## src/afc_pkg.sv

```systemverilog
// shared types, constants and weight tables of the window fall classifier
package afc_pkg;

   localparam int WINDOW_DEF = 200;
   localparam int FEATURES   = 6;
   localparam int HIDDEN_ONE = 16;
   localparam int HIDDEN_TWO = 8;

   localparam int CMDQ_DEPTH = 4;
   localparam int CMDQ_AW    = 2;

   localparam logic [1:0] ACT_STORE = 2'd0;
   localparam logic [1:0] ACT_EVAL  = 2'd1;
   localparam logic [1:0] ACT_ACK   = 2'd2;

   localparam logic [0:0] CSR_CONFIRM = 1'd0;
   localparam logic [0:0] CSR_MARGIN  = 1'd1;

   typedef enum logic [1:0] {
      CMD_STORE,
      CMD_EVAL,
      CMD_ACK,
      CMD_NOP
   } cmd_kind_type;

   typedef struct packed {
      cmd_kind_type       kind;
      logic signed [15:0] x;
      logic signed [15:0] y;
      logic signed [15:0] z;
   } cmd_type;

   typedef struct packed {
      logic               decision;
      logic               fall_latched;
      logic               window_full;
      logic signed [15:0] logit_margin;
   } rsp_type;

   typedef struct packed {
      logic [7:0]         confirm_count;
      logic signed [11:0] threshold;
   } csr_type;

   typedef enum logic [3:0] {
      B_IDLE, B_RD, B_SQ, B_ROOT, B_ACC, B_VA, B_VB, B_VC,
      B_VDIV, B_VROOT, B_FST, B_FDIV, B_L1, B_L2, B_L3, B_FIN
   } back_state_type;

   // weight tables, hundredths; table a: layer one, its biases, output layer and biases
   localparam int TAB_LEN = 136;
   localparam int TAB_AW  = 8;
   localparam int OFS_B1  = 96;
   localparam int OFS_WO  = 112;
   localparam int OFS_BO  = 128;
   localparam int OFS_B2  = 128;

   typedef int tab_type [TAB_LEN];

   localparam tab_type TA_H = '{
      42, -13, 27, -35, 18, 9,
      -28, 33, -21, 15, -42, 11,
      19, -31, 24, -17, 36, -8,
      13, 29, -26, 22, -14, 37,
      -19, 8, -33, 41, -12, 25,
      16, -29, 34, -22, 11, -38,
      -24, 18, -15, 32, -27, 13,
      21, -36, 9, -28, 31, -17,
      -11, 26, -34, 19, -23, 14,
      38, -9, 28, -31, 17, -25,
      12, -37, 22, -16, 33, -19,
      8, 41, -13, 29, -24, 15,
      -32, 18, -27, 11, -38, 23,
      26, -14, 31, -9, 37, -22,
      -18, 34, -11, 28, -33, 16,
      14, -26, 38, -17, 21, -35,
      12, -8, 15, -11, 9, -14, 7, -13,
      11, -6, 16, -9, 13, -10, 8, -12,
      45, -45, -38, 38, 42, -42, -35, 35,
      48, -48, -41, 41, 39, -39, -44, 44,
      15, -15,
      0, 0, 0, 0, 0, 0
   };

   localparam tab_type TB_H = '{
      31, -18, 24, -27, 15, -33, 21, -19,
      -14, 29, -22, 17, -31, 12, -26, 23,
      18, -25, 33, -16, 22, -29, 14, -21,
      -27, 16, -19, 34, -12, 28, -23, 15,
      22, -31, 18, -24, 29, -15, 26, -17,
      -19, 14, -33, 21, -28, 16, -12, 32,
      25, -22, 17, -29, 13, -34, 19, -16,
      -23, 31, -14, 27, -18, 24, -32, 11,
      16, -28, 22, -13, 34, -19, 25, -21,
      -31, 17, -26, 14, -23, 32, -15, 29,
      13, -24, 31, -18, 27, -22, 16, -34,
      -28, 19, -15, 33, -11, 26, -29, 18,
      27, -16, 23, -31, 14, -25, 33, -18,
      -22, 34, -12, 28, -19, 15, -27, 21,
      19, -33, 14, -26, 31, -17, 24, -22,
      -15, 28, -32, 13, -24, 33, -18, 26,
      9, -11, 13, -7, 14, -9, 11, -12
   };

   // q10 of a hundredths value, nearest, half away from zero
   function automatic int q10(int h);
      int v;
      if (h >= 0) begin
         v = (h * 1024 + 50) / 100;
      end else begin
         v = -((-h * 1024 + 50) / 100);
      end
      return v;
   endfunction

   function automatic tab_type mk_q(tab_type h);
      tab_type t;
      for (int k = 0; k < TAB_LEN; k++) begin
         t[k] = q10(h[k]);
      end
      return t;
   endfunction

   localparam tab_type TA_Q = mk_q(TA_H);
   localparam tab_type TB_Q = mk_q(TB_H);
   localparam int      BD_Q = TA_Q[OFS_BO + 1] - TA_Q[OFS_BO];

   // relu, round q22 to q12, saturate
   function automatic logic signed [15:0] relu_q12(logic signed [31:0] acc);
      logic signed [31:0] r;
      logic signed [15:0] y;
      r = (acc + 32'sd512) >>> 10;
      if (acc <= 32'sd0) begin
         y = 16'sd0;
      end else if (r > 32'sd32767) begin
         y = 16'sd32767;
      end else begin
         y = r[15:0];
      end
      return y;
   endfunction

endpackage

```

## src/afc_front.sv

```systemverilog
// front: takes items, decodes the action, and queues commands for the back
module afc_front
   import afc_pkg::*;
(
   input  logic               clock,
   input  logic               reset,
   input  logic               req_push,
   output logic               req_full,
   input  logic [1:0]         req_action,
   input  logic signed [15:0] req_accel_x,
   input  logic signed [15:0] req_accel_y,
   input  logic signed [15:0] req_accel_z,
   output cmd_type            cmd,
   output logic               cmd_valid,
   input  logic               cmd_pop
);

   cmd_type              q_ff [CMDQ_DEPTH];
   logic [CMDQ_AW-1:0]   wp_ff, wp_in, rp_ff, rp_in;
   logic [CMDQ_AW:0]     cnt_ff, cnt_in;
   cmd_type              dec;
   logic                 push_ok, pop_ok;

   always_comb begin
      dec.x = req_accel_x;
      dec.y = req_accel_y;
      dec.z = req_accel_z;
      case (req_action)
         ACT_STORE: dec.kind = CMD_STORE;
         ACT_EVAL:  dec.kind = CMD_EVAL;
         ACT_ACK:   dec.kind = CMD_ACK;
         default:   dec.kind = CMD_NOP;
      endcase
   end

   assign req_full  = (cnt_ff == (CMDQ_AW+1)'(CMDQ_DEPTH));
   assign cmd_valid = (cnt_ff != '0);
   assign cmd       = q_ff[rp_ff];
   assign push_ok   = req_push && !req_full;
   assign pop_ok    = cmd_pop && cmd_valid;

   always_comb begin
      wp_in  = push_ok ? wp_ff + 1'b1 : wp_ff;
      rp_in  = pop_ok ? rp_ff + 1'b1 : rp_ff;
      cnt_in = cnt_ff + (CMDQ_AW+1)'(push_ok) - (CMDQ_AW+1)'(pop_ok);
   end

   always_ff @(posedge clock) begin
      if (reset) begin
         wp_ff  <= '0;
         rp_ff  <= '0;
         cnt_ff <= '0;
      end else begin
         wp_ff  <= wp_in;
         rp_ff  <= rp_in;
         cnt_ff <= cnt_in;
      end
   end

   always_ff @(posedge clock) begin
      if (push_ok) begin
         q_ff[wp_ff] <= dec;
      end
   end

endmodule

```

## config.mk

```make
export PLATFORM = sky130hd
export DESIGN_NAME = afc_front
export DESIGN_NICKNAME = d
export VERILOG_FILES = /design/src/afc_pkg.sv /design/src/afc_front.sv
export SDC_FILE = /design/constraint.sdc
export NUM_CORES = 1
export LEC_CHECK = 0
export BUFFER_PORTS_ARGS = -buffer_cell sky130_fd_sc_hd__buf_4
export CORE_MARGIN = 4
export CORE_UTILIZATION = 61
export DETAILED_ROUTE_END_ITERATION = 8
export PLACE_DENSITY = 0.89
export REMOVE_ABC_BUFFERS = 1
export SYNTH_ARGS = -nofsm -noshare
export SYNTH_HDL_FRONTEND = slang
export SYNTH_SLANG_ARGS = --single-unit
```

## constraint.sdc

```tcl
create_clock -name clock -period 3.8 [get_ports clock]
set_input_delay 0.76 -clock clock [delete_from_list [all_inputs] [get_ports clock]]
set_output_delay 0.76 -clock clock [all_outputs]
set_load 0.05 [all_outputs]
```

==> flow_summary.ini <==
[timing]
tightest_slew_ns = 0.725
rsz0062_at_grt = no
final.min_clock_period_ns = 3.07
fmax_mhz = 326
setup_total_negative_slack_ns = 0
number_of_setup_violations_in_the_final_report = 0
postLayoutSetupSlackWorst_ns = 0.733
final_max_slew_viol_count = 0
hold_violations = 0
slew_headroom = 0.516
hold_slack_ns = 0.465
final.setup_skew_ns = 0.0194
layout_worst_path_cycle_share = 0.807

[place]
placed_area_mm2 = 0.00871
port_buffer_count = 105
post_detail_place_hpwl_um = 8430
post-place-ws_ns = 1.09
gp_routability_congestion = 0.700
cell_count_after_placement = 578

[flow_run]
drv.max_cap_violation_count = 0

[routing]
first_pass_iters = 4
dr_total_vias = 3534
totalWireLength_um = 14300
drc_errors = 0
detail-route-antenna-nets = 0
avgViaCountPerCell = 5.76
detail_route.iter0.violations = 329
routed_wire_length_per_instance_um = 23.3

[cells_and_area]
insertedDiodeCount = 0
post_layout_nonfiller_instances = 614
final_instance_area_mm2 = 0.00945
mostFrequentLayoutCells = edfxtp_1 (200), buf_4 (108), mux4_2 (50)
layout-drive-gt1-share = 0.446
layout.cells.most_common = edfxtp_1
filler_cell_count = 676
areaGrowthSynthToFinish_pct = 22.0
final_util = 0.774
final_net_count = 493

[cts]
tritoncts = yes
maximum_root_to_sink_buffer_count = 3
cts_resized = 0
clkLatencyLatePin_ns = 0.49
cts-htree-levels = 1
numCtsBuffers = 20
cts_hold_repair.buffers = 0
clkSinkCount = 209
post_cts.repair.setup_buffers = 0
cts_root_buffer = clkbuf_16
clk_pin_slew_ns = 0.06

[global_routing]
grt.overflow.total = 0
grt_use_total = 0.203
vias_in_the_first_global_route = 3820
antenna_found_initial = 0
grt_max_degree = 51
grt_pass1_wl_um = 22000

[worst_hold_path]
worst_hold_path_type = in2reg

[worst_setup_path]
cp_slowest_stage_delay_ns = 0.73
cpLargestDelayFamily = flip-flops
timing_worst_setup_path_type = reg2out
critPathLaunchType = flip-flop
critical_path.cell_chain = buf_12, mux4_2, buf_4
critical_path_buf_inv_count = 2
worst_setup_path_end_kind = output port
critical_path_required_ns = 3.04
timing.critical_path.arrival_ns = 2.31
timing.critical_path.slowest_stage_cell = dfxtp_4
top_fanout_value_on_the_critical_path = 28

[floorplan]
io-pin-count = 106
die_area_mm2 = 0.0146
row_count = 40
die_x_um = 121
die-height_um = 121
coreArea_mm2 = 0.0122
floorplan.initialDensity = 0.634

[logic_synthesis]
yosys_warnings = 0
synthesis.area_per_instance_um2 = 24.8
synthCells = 313
synth.lib_cells_used.distinct = 25
synth-edff-count = 200
synth_sequential_area_ratio = 0.798
synth.ff_latch_count = 209
synth-async-reset-ratio = 0
most_frequently_used_flop_master_after_synthesis = edfxtp_1
syn-cell-area_mm2 = 0.00775

[pwr]
design_power_total_mw = 7.48
power_per_cell_area_mw_per_mm2 = 791
max-vdd-ir-drop_uv = 591
total_leakage_power_nw = 3.23

[status]
run_status = complete, no violations
layer usage:
layer	track usage	up-vias	share of wire
met2	0.336	150	0.51
met3	0.0430	20	0.077
met5	0	-	0
li1	-	1543	-
met4	0.0552	0	0.020
met1	0.281	1821	0.39
where the power goes:
group	leakage [nW]	switching (mW)	total, mW	internal (mW)
clock network	0.361	0.805	2.21	1.41
registers	1.91	0.155	2.96	2.80
logic	0.962	1.47	2.31	0.842
total	3.23	2.43	7.48	5.05
cell families (layout without fill, tap and decap cells):
kind of cell / Yosys count / after routing / synth area share
buffers and inverters: 21 / 154 / 0.0224
adder cells (fa/ha/maj): 7 / 7 / 0.0123
XOR/XNOR: 3 / 3 / 0.00339
multiplexers: 51 / 51 / 0.147
AND/OR/NAND/NOR: 18 / 18 / 0.0132
flip-flops: 209 / 209 / 0.798
AO/OA/AOI/OAI: 4 / 4 / 0.00355
area by class of cell:
| cell class | count | area, µm² | area share |
|---|---|---|---|
| Sequential cell | 209 | 6190 | 0.655 |
| Multi-Input combinational cell | 83 | 1390 | 0.147 |
| Timing Repair Buffer | 112 | 891 | 0.0942 |
| Clock buffer | 22 | 529 | 0.0560 |
| Clock inverter | 14 | 216 | 0.0229 |
| Tap cell | 168 | 210 | 0.0222 |
| Inverter | 6 | 22.5 | 0.00238 |
cells in the mapped netlist, drive strengths merged (2+ instances only):
cell    number  area [µm²]
clkbuf       3        11.3
edfxtp     200        6010
and2         5        31.3
ha           6        75.1
mux4        50        1130
nor2         6        22.5
or3          2        12.5
xor2         2        17.5
dfxtp        9         180
buf         12         140
nand2b       2        12.5
inv          6        22.5
state kept, by name (all words and copies together) (netlist names), named ones only:
| name | cells |
|---|---|
| cnt_ff | 3 |
| q_ff | 200 |
| rp_ff | 2 |
| wp_ff | 2 |
final timing paths:
path	from	to	slack [ns]	cells past startpoint
min reg2reg	wp_ff[0]	wp_ff[0]	0.55	2
max	flip-flop	cmd[31]	0.73	3
max reg2reg	cnt_ff[1]	cnt_ff[2]	1.43	11
min	req_accel_z[0]	q_ff[2][0]	0.46	1
worst reg2reg max path, cell delays in order, from the launching register on:
cell,delay (ns)
dfxtp_1,0.47
nor3b_2,0.11
nor2_1,0.28
inv_1,0.08
ha_1,0.30
inv_1,0.06
ha_1,0.13
inv_1,0.05
fa_1,0.37
xor2_1,0.16
and2_1,0.16
nor3_1,0.12
Note: power is estimated with default switching activity, not from simulation.
